$ cat src/hw/rtl/sync_header_frame_drive_mixer_assert.svh
// assertion macros for the sync header deframer
// used by sync_header_frame_drive_mixer, which supplies i_clk and i_rst_n
`ifndef SYNC_HEADER_FRAME_DRIVE_MIXER_ASSERT_SVH
`define SYNC_HEADER_FRAME_DRIVE_MIXER_ASSERT_SVH

// same-cycle implication, quiet during reset
`define SHFDM_ASSERT_NOW(label, ante, cons) \
    label: assert property (@(posedge i_clk) disable iff (!i_rst_n) (ante) |-> (cons)) \
        else $error("deframer check failed");

// next-cycle implication, quiet during reset
`define SHFDM_ASSERT_NEXT(label, ante, cons) \
    label: assert property (@(posedge i_clk) disable iff (!i_rst_n) (ante) |=> (cons)) \
        else $error("deframer check failed");

`endif

$ cat src/hw/rtl/shfdm_pkg.sv
// shared types and constants for the sync header deframer
// no dependencies
package shfdm_pkg;

    localparam logic [7:0] SYNC_FIRST   = 8'hAA;
    localparam logic [7:0] SYNC_SECOND  = 8'h55;
    localparam int         FRAME_BYTES  = 16;
    localparam int         STORE_DEPTH  = FRAME_BYTES - 1;
    localparam int         COUNT_W      = $clog2(FRAME_BYTES);
    localparam int         WORDS        = FRAME_BYTES / 2;
    localparam logic signed [17:0] STICK_CENTRE = 18'sd512;

    typedef logic [7:0]          t_byte;
    typedef logic signed [15:0]  t_word;
    typedef logic signed [16:0]  t_drive;
    typedef logic [2:0]          t_mode;
    typedef logic [COUNT_W-1:0]  t_count;

    typedef enum logic [2:0] {
        PH_HUNT = 3'b001,
        PH_SYNC = 3'b010,
        PH_DATA = 3'b100
    } t_phase;

endpackage

$ cat src/hw/rtl/sync_header_frame_drive_mixer.sv
// sync header deframer with joystick drive mixing, top level
// depends on shfdm_pkg and sync_header_frame_drive_mixer_assert.svh
//
// usage
// bytes enter on the rx channel (i_rx_valid / o_rx_ready / i_rx_byte), one
// request per cycle unless a frame end waits on a pending result. the block hunts for
// 0xAA then 0x55, then captures 16 payload bytes as eight little-endian signed words.
// the sixteenth byte makes one request on the result channel (o_res_valid /
// i_res_ready): pot words, left and right drive, buzzer flag and mode.
// result path: the last payload byte loads the input register on acceptance, and the
// result register loads from it once any waiting result has been taken.
// throughput: one byte per cycle, set by the single-pass parse stage, but see stall.
// stall: when a result waits, only a byte that completes a further frame is
// held in the input register; all other bytes keep flowing.
// reset: synchronous, active low; clears both valid flags, the parse phase
// and the byte count. the payload store is not cleared; each entry is
// written within a frame before it is read.
module sync_header_frame_drive_mixer (
    input  logic               i_clk,
    input  logic               i_rst_n,
    input  logic               i_rx_valid,
    output logic               o_rx_ready,
    input  shfdm_pkg::t_byte   i_rx_byte,
    output logic               o_res_valid,
    input  logic               i_res_ready,
    output shfdm_pkg::t_word   o_pot_one,
    output shfdm_pkg::t_word   o_pot_two,
    output shfdm_pkg::t_drive  o_drive_left,
    output shfdm_pkg::t_drive  o_drive_right,
    output logic               o_buzzer_on,
    output shfdm_pkg::t_mode   o_car_mode
);
    import shfdm_pkg::*;
    `include "sync_header_frame_drive_mixer_assert.svh"

    localparam t_count LAST_COUNT = COUNT_W'(STORE_DEPTH);

    logic   r_in_vld, n_in_vld;
    t_byte  r_in_byte;
    t_phase r_phase, n_phase;
    t_count r_count, n_count;
    t_byte  r_store [STORE_DEPTH];
    logic   store_we;

    logic   r_out_vld, n_out_vld;
    t_word  r_pot_one, r_pot_two;
    t_drive r_left, r_right;
    logic   r_buzzer;
    t_mode  r_mode;

    logic   emit, go, in_ready;
    t_word  w [WORDS];
    logic signed [17:0] x, y;
    logic signed [18:0] d_a, d_b, h_a, h_b;

    assign emit     = r_in_vld && (r_phase == PH_DATA) && (r_count == LAST_COUNT);
    assign go       = r_in_vld && (!emit || !r_out_vld || i_res_ready);
    assign in_ready = !r_in_vld || go;
    assign n_in_vld = (i_rx_valid && in_ready) || (r_in_vld && !go);

    // parse phase
    always_comb begin
        n_phase  = r_phase;
        n_count  = r_count;
        store_we = 1'b0;
        if (go) begin
            case (r_phase)
                PH_SYNC: begin
                    if (r_in_byte == SYNC_SECOND) begin
                        n_phase = PH_DATA;
                        n_count = '0;
                    end else if (r_in_byte == SYNC_FIRST) begin
                        n_phase = PH_SYNC;
                    end else begin
                        n_phase = PH_HUNT;
                    end
                end
                PH_DATA: begin
                    if (r_count != LAST_COUNT) begin
                        store_we = 1'b1;
                        n_count  = r_count + 1'b1;
                    end else begin
                        n_phase = PH_HUNT;
                        n_count = '0;
                    end
                end
                default: begin
                    n_phase = (r_in_byte == SYNC_FIRST) ? PH_SYNC : PH_HUNT;
                end
            endcase
        end
    end

    // word assembly and drive mixing
    always_comb begin
        for (int k = 0; k < WORDS - 1; k++) begin
            w[k] = {r_store[2*k+1], r_store[2*k]};
        end
        w[WORDS-1] = {r_in_byte, r_store[STORE_DEPTH-1]};
    end

    assign x   = 18'(w[2]) - STICK_CENTRE;
    assign y   = 18'(w[3]) - STICK_CENTRE;
    assign d_a = 19'(x) - 19'(y);
    assign d_b = -19'(y) - 19'(x);
    // halve, truncating toward zero
    assign h_a = (d_a + 19'(d_a[18])) >>> 1;
    assign h_b = (d_b + 19'(d_b[18])) >>> 1;

    assign n_out_vld = (go && emit) ? 1'b1 : (i_res_ready ? 1'b0 : r_out_vld);

    always_ff @(posedge i_clk) begin
        if (!i_rst_n) begin
            r_in_vld  <= 1'b0;
            r_phase   <= PH_HUNT;
            r_count   <= '0;
            r_out_vld <= 1'b0;
        end else begin
            r_in_vld  <= n_in_vld;
            r_phase   <= n_phase;
            r_count   <= n_count;
            r_out_vld <= n_out_vld;
        end
    end

    always_ff @(posedge i_clk) begin
        if (i_rx_valid && in_ready) begin
            r_in_byte <= i_rx_byte;
        end
        if (store_we) begin
            r_store[r_count] <= r_in_byte;
        end
        if (go && emit) begin
            r_pot_one <= w[0];
            r_pot_two <= w[1];
            r_left    <= y[17] ? h_a[16:0] : h_b[16:0];
            r_right   <= y[17] ? h_b[16:0] : h_a[16:0];
            r_buzzer  <= (w[4] == 16'sd0);
            r_mode    <= {w[5] == 16'sd1, w[6] == 16'sd1, w[7] == 16'sd1};
        end
    end

    assign o_rx_ready    = in_ready;
    assign o_res_valid   = r_out_vld;
    assign o_pot_one     = r_pot_one;
    assign o_pot_two     = r_pot_two;
    assign o_drive_left  = r_left;
    assign o_drive_right = r_right;
    assign o_buzzer_on   = r_buzzer;
    assign o_car_mode    = r_mode;

    `SHFDM_ASSERT_NOW(a_count_only_in_data, r_phase != PH_DATA, r_count == '0)
    `SHFDM_ASSERT_NEXT(a_emit_loads_result, go && emit, r_out_vld)
    `SHFDM_ASSERT_NOW(a_stall_only_when_blocked, r_in_vld && !go,
        emit && r_out_vld && !i_res_ready)
    `SHFDM_ASSERT_NEXT(a_held_byte_kept, r_in_vld && !go,
        r_in_vld && $stable(r_in_byte))

endmodule
$ cat config.mk
export PLATFORM = sky130hd
export DESIGN_NAME = sync_header_frame_drive_mixer
export DESIGN_NICKNAME = d
export VERILOG_FILES = /design/src/hw/rtl/shfdm_pkg.sv /design/src/hw/rtl/sync_header_frame_drive_mixer.sv
export VERILOG_INCLUDE_DIRS = /design/src /design/src/hw/rtl
export SDC_FILE = /design/constraint.sdc
export NUM_CORES = 1
export LEC_CHECK = 0
export BUFFER_PORTS_ARGS = -buffer_cell sky130_fd_sc_hd__clkbuf_2
export CORE_ASPECT_RATIO = 0.6
export CORE_MARGIN = 4
export CORE_UTILIZATION = 45
export CTS_BUF_LIST = sky130_fd_sc_hd__clkbuf_8
export CTS_CLUSTER_DIAMETER = 30
export DETAILED_ROUTE_END_ITERATION = 10
export PLACE_DENSITY = 0.74
export SLEW_MARGIN = 20
export SYNTH_ARGS = -nofsm -noshare
export SYNTH_HDL_FRONTEND = slang
export SYNTH_SLANG_ARGS = --single-unit
$ cat constraint.sdc
create_clock -name i_clk -period 13.38 [get_ports i_clk]
set_input_delay 0.669 -clock i_clk [delete_from_list [all_inputs] [get_ports i_clk]]
set_output_delay 0.669 -clock i_clk [all_outputs]
set_load 0.005 [all_outputs]
==> impl_metrics.yaml, run 1 <==
outcome:
  status: "finished clean"
grt:
  first_global_vias: 6360
  antenna_found_initial: 0
  overflow: 0
  grt_use_total_pct: 17.2
  grt_pass1_wl_um: 34800
  grt_max_degree: 39
power:
  ir_worst_vdd_mv: 0.0553
  powerDensity_mw_per_mm2: 110
  leakagePower_nw: 4.36
synth:
  synth_cell_types: 73
  synth_ff_type: "edfxtp_1"
  syn_inst: 805
  async_flop_share_pct: 0
  synth_top_area_share_pct: 58.5
  yosysTopAreaCell: "edfxtp_1"
  ys_ff_latch: 207
  synth_fp_nets: 879
  syn_avg_cell_area_sq_um: 12.6
  synth_edf_count: 198
  yosys_warnings: 0
  synth-seq-area-share_pct: 60.2
  synthTopCellsByArea: "edfxtp_1 (58%), ha_1 (7.4%), xor2_1 (2.7%)"
  syn_area_sq_mm: 0.0102
die:
  die_w_um: 202
  core.rowCount: 42
  die_area_sq_mm: 0.0252
  die_h_um: 124
  start_util_pct: 46.0
  core-area_sq_mm: 0.0221
  ios: 84
setup_path:
  crit_top_cell: "nand2_1"
  critical_path.startpoint: "r_store[7][4]"
  endpoint: "o_drive_right[13]"
  cp.required_ns: 13.72
  timing.rr.end: "o_drive_right[13]"
  path_max_fanout: 38
  r2r_slack_ns: 8.36
  max_stage_delay_ns: 0.48
  cp_slowest_cell: "ha_1"
  end_kind: "flop"
  path_class: "reg2reg"
  arrival_ns: 5.36
  path_cells: "nor4_1 -> a21oi_2 -> buf_4 -> ha_1 -> clkinv_1 -> nor4_1 -> o2111ai_1 -> nand2_1 -> xnor2_1 -> and2_1 -> ha_1 -> nand2_1 -> nand4b_2 -> a21oi_1 -> nand2_1 -> and3_1 -> a211oi_1"
  start_kind: "flop"
  rr_worst_depth: 17
  worstReg2RegStart: "r_store[7][4]"
timing:
  period_share_pct: 37.5
  rsz0062_at_grt: "false"
  slew_viol_final: 0
  setup_viol: 0
  clock.fmax_mhz: 199
  fin_skew_ns: 0.0359
  hold_viol: 0
  tns_ns: 0
  worst_pin_slew_ns: 0.821
  fin_crit_ns: 5.02
  slew_headroom_pct: 45.3
clock_network:
  post_cts_buffers: 0
  clock_latency_ns: 0.53
  cts_tree: "yes"
  root_buffer: "clkbuf_8"
  cts_hold_buf: 0
  clock-sinks: 207
  cts_buffers: 36
  path_clk_slew_ns: 0.06
  clockBufferDepth: 3
  htree_levels: 2
  ctsResizeCount: 0
drt:
  drtIter0Drc: 668
  antenna_left: 0
  drc: 0
  viasPerCell: 5.47
  wl_per_cell_um: 17.8
  drt_wl_total_um: 22200
  first_pass_iters: 7
  num_vias: 6821
final_layout:
  drive_gt1_share_pct: 17.1
  area_growth_pct: 14.3
  fin_util_pct: 52.6
  num_antenna_cells: 0
  final_cell_mix: "edfxtp_1 (198), clkbuf_2 (83), inv_1 (60), ha_1 (60), nand2_1 (55)"
  fin_nets: 987
  layout_commonest_cell: "edfxtp_1"
worst_hold_path:
  hp-class: "in2reg"
job:
  drv_cap: 0
placed_design:
  numPortBuffers: 83
  finalWeightedCongestion: 0.923
  dp_hpwl_um: 15900
==> stage by stage <==
step                      worst slack (ns)  instances  power (W)  hold WS, ns  cell area [sq um]
after floorplan                       7.19        805   0.000731        0.400              10200
after global placement                8.82       1183   0.000742        0.401              10900
after detailed placement              8.50       1183   0.000742        0.405              10900
after CTS                             8.46       1248    0.00129        0.318              11600
after global routing                  7.91       1248    0.00133        0.319              11600
final                                 8.36       1248    0.00127        0.350              11600
==> report_power, final <==
group | switching, W | internal [W]
Sequential | 0.0000129 | 0.000711
Combinational | 0.00000186 | 0.00000176
Clock | 0.000258 | 0.000288
==> registers in the layout, indices dropped and copies added, names as in the netlist, 3 cells and up <==
signal,count
r_phase,3
r_in_byte,8
r_count,4
o_car_mode,3
o_pot_one,16
o_drive_left,17
o_drive_right,17
o_pot_two,16
r_store,120
==> worst min path at each step <==
stage,startpoint,endpoint,depth (start not counted),slack (ns)
floorplan,r_store[0][0],o_pot_one[0],0,0.40
global placement,r_store[2][6],o_pot_two[6],0,0.40
detailed placement,r_store[1][4],o_pot_one[12],0,0.40
CTS,i_rx_byte[1],r_in_byte[1],1,0.32
global route,i_rx_byte[1],r_in_byte[1],1,0.32
finish,i_rx_byte[1],r_in_byte[1],1,0.35
==> routing by layer <==
| layer | part of all wire [%] | vias to the layer above | global-route usage, % | wire, um |
|---|---|---|---|---|
| met5 | 0 | - | 0 | 0 |
| li1 | - | 3242 | - | - |
| met1 | 50 | 3275 | 27.4 | 11100 |
| met4 | 1.4 | 0 | 3.87 | 307 |
| met2 | 39 | 273 | 23.0 | 8680 |
| met3 | 9.6 | 31 | 5.10 | 2130 |
==> layout make-up <==
type                    count  area (sq um)
repair buffers             87           445
flip-flops and latches    207          6130
inverters                  51           191
well taps                 308           385
multi-input cells         530          3790
clock inverters            27           169
clock buffers              38           523
fillers                  1846         10500
==> kinds of logic after synthesis <==
| group | after synthesis | share of synthesized area, % |
|---|---|---|
| simple gates | 260 | 13.7 |
| buf+inv | 68 | 2.62 |
| fa+ha+maj | 62 | 7.77 |
| xor+xnor | 61 | 5.25 |
| flops | 207 | 60.2 |
| compound gates | 134 | 9.09 |
| mux | 13 | 1.35 |
==> worst max-delay path, delay by kind of cell (launching register included) <==
kind / cells / cell delay, ns
buffers and inverters: 2 / 0.53
DFF: 1 / 0.43
xor gates and xnor gates: 1 / 0.18
and+or+nand+nor: 8 / 2.10
adders and majority gates: 2 / 0.71
AOI/OAI and AO/OA: 4 / 0.87
==> cells in the mapped netlist (3+ instances only) <==
cell and number:
inv_1 50, edfxtp_1 198, or3_1 6, clkbuf_1 13, nor2_1 46, a21oi_1 40, a31oi_1 6, a21boi_0 6
nor3_1 28, xnor2_1 30, and2_1 21, and3_1 16, nand4_1 10, xor2_1 31, o21ai_0 26, nand3_1 15
nand2_1 55, ha_1 60, a21o_1 3, nor4_1 23, mux2i_1 10, o21a_1 4, a211oi_1 8, o211ai_1 5
dfxtp_1 9, nor4b_1 4, nor2b_1 11, o31ai_1 4, and4_1 5, a221oi_1 4
No activity file was read; power rests on OpenSTA's default activity.
==> run 2, diff against run 1 <==
ABC_AREA = 1   (was default)
PLACE_DENSITY = 0.76   (was 0.74)
clock period = 4.35 ns   (was 13.38 ns; I/O delays follow)
==> run 2 against run 1 <==
Effect of this change:
- first-iteration DRC count is 43% higher
- maximum frequency is 24% higher
- via count is 21% higher
- core utilization is 1.1 points higher
- global-route usage is 2.1 points higher
- sequential power grew to 3.1 times the previous value
- clock skew is 0.025 ns lower
- final cell count is 28% higher
- synthesized cell count is 40% higher
- critical path depth is 11 higher
- sequential cell count stayed put
- critical path type unchanged
- largest power group unchanged
==> impl_metrics.yaml, run 2 <==
outcome:
  status: "finished clean"
synth:
  synth_ff_type: "edfxtp_1"
  synthTopCellsByArea: "edfxtp_1 (55%), nand2_1 (11%), ha_1 (6.9%)"
  syn_inst: 1128
  synth_fp_nets: 1202
  synth_cell_types: 39
  ys_ff_latch: 207
  yosys_warnings: 0
  synth-seq-area-share_pct: 56.7
  syn_area_sq_mm: 0.0108
  synth_edf_count: 198
  async_flop_share_pct: 0
  syn_avg_cell_area_sq_um: 9.58
  synth_common_cells: "nand2_1 (307), edfxtp_1 (198), inv_1 (158)"
  synth_most_common_cell: "nand2_1"
  yosysTopAreaCell: "edfxtp_1"
  synth_top_area_share_pct: 55.0
clock_network:
  htree_levels: 1
  clock_latency_ns: 0.55
  clock-sinks: 207
  clockBufferDepth: 3
  root_buffer: "clkbuf_8"
  path_clk_slew_ns: 0.06
  cts_tree: "yes"
  cts_buffers: 30
worst_hold_path:
  whs_path_depth: 4
  worst_hold_startpoint: "i_res_ready"
  hp-class: "in2reg"
  hold_path_end: "o_res_valid"
placed_design:
  numPortBuffers: 83
  place_ws_ns: 0.0827
  place_inst: 1526
  finalWeightedCongestion: 0.996
  placed_area_sq_mm: 0.0117
  dp_hpwl_um: 19300
setup_path:
  worstReg2RegStart: "r_store[5][1]"
  timing.rr.end: "o_drive_left[13]"
  cp.required_ns: 4.66
  arrival_ns: 4.36
  cp_slowest_cell: "edfxtp_1"
  crit_top_cell: "inv_1"
  start_kind: "flop"
  rr_worst_depth: 28
  end_kind: "flop"
  path_max_fanout: 5
  r2r_slack_ns: 0.29
  path_class: "reg2reg"
  max_stage_delay_ns: 0.39
power:
  leakagePower_nw: 5.35
  ir_worst_vdd_mv: 0.184
  total_power_w: 0.00388
  powerDensity_mw_per_mm2: 310
timing:
  worst_pin_slew_ns: 1.01
  period_share_pct: 93.3
  timing.final.ws_setup_ns: 0.293
  tns_ns: 0
  fin_crit_ns: 4.06
  clock.fmax_mhz: 246
  hold_viol: 0
  setup_viol: 0
  slew_viol_final: 0
  fin_skew_ns: 0.0113
  slew_headroom_pct: 32.2
die:
  core-area_sq_mm: 0.0233
  die_w_um: 208
  core.rowCount: 43
  die_h_um: 128
  ios: 84
  start_util_pct: 46.3
  die_area_sq_mm: 0.0266
final_layout:
  largest_reg_flops: 120
  layout_commonest_cell: "nand2_1"
  drive_gt1_share_pct: 16.7
  area_growth_pct: 15.9
  design_area_sq_mm: 0.0125
  final_cell_mix: "nand2_1 (306), edfxtp_1 (198), inv_1 (160)"
  num_antenna_cells: 0
  fin_nets: 1328
  regMostFlops: "r_store"
  final_cells: 1593
  final.fill_count: 2051
drt:
  drc: 0
  antenna_left: 0
  drtIter0Drc: 953
  wl_per_cell_um: 16.4
  first_pass_iters: 5
  num_vias: 8250
  drt_wl_total_um: 26100
  viasPerCell: 5.18
job:
  drv_cap: 0
grt:
  antenna_found_initial: 0
  grt_use_total_pct: 19.3
  first_global_vias: 7720
  grt_max_degree: 37
  overflow: 0
  grt_pass1_wl_um: 41300
## run 2: cell types whose count changed after synthesis, sizes merged, moves of 11 or more
| cell | before | now |
|---|---|---|
| nand2 | 55 | 326 |
| inv | 50 | 171 |
| xnor2 | 30 | 7 |
| nor3 | 30 | 19 |
| and3 | 16 | 1 |
| nor2b | 13 | 0 |
| nor2 | 46 | 104 |
| nand3 | 15 | 100 |
| and2 | 21 | 2 |
| clkbuf | 14 | 0 |
| xor2 | 31 | 15 |
## run 2: area by class of cell
| type | instances | area [sq um] | share of cell area, % |
|---|---|---|---|
| Multi-Input combinational cell | 742 | 4120 | 32.9 |
| Clock buffer | 34 | 468 | 3.74 |
| Clock inverter | 22 | 179 | 1.43 |
| Timing Repair Buffer | 100 | 581 | 4.64 |
| Inverter | 173 | 651 | 5.20 |
| Sequential cell | 207 | 6130 | 48.9 |
| Tap cell | 315 | 394 | 3.15 |
## run 2: cell families (layout without fill, tap and decap cells)
logic type      Yosys count  in the layout  share of synthesized area (%)
simple gates            592            592                           24.4
flops                   207            207                           56.7
buf+inv                 179            329                           6.30
compound gates           66             66                           3.37
fa+ha+maj                62             62                           7.32
xor+xnor                 22             22                           1.92
## run 2: worst max path at each step
stage             startpoint                 to  cells past startpoint  slack (ns)
2_1_floorplan  r_store[7][3]  o_drive_right[15]                     22        0.47
3_3_place_gp   r_store[5][1]   o_drive_left[15]                     23        0.33
3_5_place_dp   r_store[5][1]  o_drive_right[15]                     23        0.08
4_1_cts        r_store[5][1]  o_drive_right[15]                     23        0.03
5_1_grt        r_store[5][1]   o_drive_left[15]                     30       -0.06
6_report       r_store[5][1]   o_drive_left[13]                     28        0.29
## run 2: repair_timing
action	in CTS	in global routing
hold buffers	10	0
setup endpoints to repair	0	12
endpoints found under the hold margin	13	0
gates resized for setup	0	21
buffers inserted	0	1
## run 2: through the flow
stage | utilization (%) | hold WS, ns
6_report | 53.6 | 0.0426
5_1_grt | 53.6 | 0.0114
4_1_cts | 53.1 | 0.00203
3_5_place_dp | 49.9 | 0.398
3_3_place_gp | 49.9 | 0.395
2_1_floorplan | - | 0.316
## run 2: critical path: cells and delay by family, from the launching register on
kind | cells | cell delay [ns]
AOI/OAI and AO/OA | 1 | 0.16
DFF | 1 | 0.39
adders and majority gates | 3 | 0.63
buffers and inverters | 8 | 0.68
and+or+nand+nor | 16 | 1.94
## run 2: power by group
| part | leakage [nW] | internal (W) | switching (W) |
|---|---|---|---|
| Sequential | 1.86 | 0.00219 | 0.0000413 |
| Clock | 0.353 | 0.000898 | 0.000727 |
| Combinational | 3.13 | 0.0000131 | 0.0000120 |
| Total | 5.35 | 0.00310 | 0.000781 |
## run 2: routing by layer
| metal | track usage, % | vias to the layer above | wire length [um] |
|---|---|---|---|
| met2 | 27.4 | 373 | 10500 |
| met4 | 3.71 | 0 | 327 |
| met1 | 30.4 | 3849 | 12700 |
| met3 | 4.57 | 22 | 2580 |
| met5 | 0 | - | 0 |
| li1 | - | 4006 | - |
==> run 3, diff against run 2 <==
CELL_PAD_IN_SITES_DETAIL_PLACEMENT = 0   (was default)
CELL_PAD_IN_SITES_GLOBAL_PLACEMENT = 1   (was default)
CORE_UTILIZATION = 44   (was 45)
PLACE_DENSITY = 0.9   (was 0.76)
==> run 3 against run 2 <==
Effect of this change:
- die area up 2.2%
- register-to-register slack improved by 0.08 ns
- sequential cell count did not move
- critical path depth decreased by 4
- final cell count up 0.82%
- first-iteration DRC count decreased by 1.5%
==> impl_metrics.yaml, run 3 (synthesis results as in run 2) <==
outcome:
  status: "finished clean"
timing:
  worst_pin_slew_ns: 0.991
  fin_crit_ns: 3.98
  slew_headroom_pct: 33.4
  hold_viol: 0
  rsz0062_at_grt: "false"
  setup_viol: 0
  fin_skew_ns: 0.0230
  slew_viol_final: 0
  tns_ns: 0
  period_share_pct: 91.4
  clock.fmax_mhz: 252
final_layout:
  final_cells: 1606
  largest_reg_flops: 120
  area_growth_pct: 15.9
  layout_commonest_cell: "nand2_1"
  drive_gt1_share_pct: 16.2
  final_cell_mix: "nand2_1 (307), edfxtp_1 (198), inv_1 (165)"
  num_antenna_cells: 0
  regMostFlops: "r_store"
  fin_nets: 1332
die:
  ios: 84
  die_h_um: 129
  core.rowCount: 44
  die_w_um: 210
  die_area_sq_mm: 0.0272
  core-area_sq_mm: 0.0242
  start_util_pct: 44.7
placed_design:
  numPortBuffers: 83
  finalWeightedCongestion: 0.940
  place_inst: 1532
  dp_hpwl_um: 19700
grt:
  first_global_vias: 7472
  grt_pass1_wl_um: 41100
  grt_max_degree: 71
  grt_use_total_pct: 19.3
  antenna_found_initial: 0
  overflow: 0
power:
  p_int_w: 0.00304
  powerDensity_mw_per_mm2: 311
  pwr-share-comb_pct: 0.6
  leakagePower_nw: 5.36
  seq_power_share_pct: 57.3
  ir_worst_vdd_mv: 0.160
  switching_share_pct: 21.8
  switching_power_w: 0.000848
  clkPwrFrac_pct: 42.0
setup_path:
  rr_worst_depth: 24
  end_kind: "flop"
  path_max_fanout: 5
  cp.required_ns: 4.63
  arrival_ns: 4.26
  path_class: "reg2reg"
  start_kind: "flop"
drt:
  antenna_left: 0
  num_vias: 8151
  first_pass_iters: 5
  drtIter0Drc: 939
  wl_per_cell_um: 16.3
  viasPerCell: 5.08
  drt_wl_total_um: 26200
  drc: 0
clock_network:
  htree_levels: 2
  cts_tree: "yes"
  cts_buffers: 35
  root_buffer: "clkbuf_8"
  clockBufferDepth: 3
  clock_latency_ns: 0.54
  path_clk_slew_ns: 0.06
  clock-sinks: 207
worst_hold_path:
  hp-class: "in2reg"
  whs_path_depth: 4
job:
  drv_cap: 0
run 3: changes by cell type in the layout (fill, tap and decap cells not counted), sizes merged:
cell      previous run  this run
inv                176       183
clkbuf             117       118
bufinv               3         1
buf                  7         6
clkinvlp             1         2
run 3: area by class of cell:
| class | count | area (sq um) |
|---|---|---|
| clock buffers | 35 | 482 |
| clock inverters | 28 | 188 |
| fillers | 2130 | 11600 |
| inverters | 173 | 653 |
| multi-input cells | 742 | 4110 |
| flip-flops and latches | 207 | 6130 |
| well taps | 322 | 403 |
| repair buffers | 99 | 561 |
run 3: per-layer routing:
layer	track usage, %	share of wire (%)	up-vias
li1	-	-	4021
met1	32.2	52	3769
met2	25.4	38	327
met3	3.87	9.0	34
met4	3.83	1.5	0
met5	0	0	-
run 3: path summary, 6_finish.rpt:
kind                                    start                 to  slack [ns]
worst max-delay path            r_store[5][3]  o_drive_right[13]        0.37
worst min-delay path              i_res_ready        o_res_valid        0.05
worst max register to register  r_store[5][3]  o_drive_right[13]        0.37
worst min register to register  r_store[3][1]       o_pot_two[9]        0.41
run 3: critical path, cell delays in order, from the launching register on:
cell      delay (ns)
edfxtp_1        0.46
nor2_1          0.13
nand2_1         0.11
xor2_1          0.17
ha_1            0.39
inv_1           0.11
a21oi_1         0.24
nand2_1         0.16
a21oi_1         0.23
nand2_1         0.10
nand2_2         0.09
nand3_4         0.16
inv_4           0.11
ha_1            0.13
inv_1           0.05
nor2_1          0.13
nand2_2         0.09
inv_2           0.08
nand2_1         0.07
nor2_2          0.10
nand3_1         0.11
nor2_4          0.18
nand4_1         0.15
nand3_1         0.12
nand2_1         0.05
run 3: timing repair:
action | CTS | global route
resized for setup | 0 | 19
buffers inserted | 0 | 1
hold buffers | 10 | 0
hold endpoints to repair | 10 | 0
setup endpoints to repair | 0 | 12
run 3: stage by stage:
step | setup slack (ns) | total power [W] | hold WS, ns | cell area, sq um | utilization (%)
6_report | 0.374 | 0.00389 | 0.0523 | 12500 | 51.8
5_1_grt | 0.00215 | 0.00405 | 0.0564 | 12500 | 51.8
4_1_cts | 0.0128 | 0.00393 | 0.0348 | 12400 | 51.4
3_5_place_dp | 0.0225 | 0.00229 | 0.397 | 11600 | 48.2
3_3_place_gp | 0.199 | 0.00229 | 0.395 | 11600 | 48.2
2_1_floorplan | 0.465 | 0.00226 | 0.316 | 10800 | -
run 3: power by group through the flow:
| stage | sequential, W | combinational (W) | clock (W) |
|---|---|---|---|
| floorplan | 0.00225 | 0.0000103 | 0 |
| CTS | 0.00223 | 0.0000251 | 0.00168 |
| global placement | 0.00227 | 0.0000174 | 0 |
| detailed placement | 0.00227 | 0.0000181 | 0 |
| finish | 0.00223 | 0.0000251 | 0.00163 |
| global route | 0.00223 | 0.0000285 | 0.00179 |
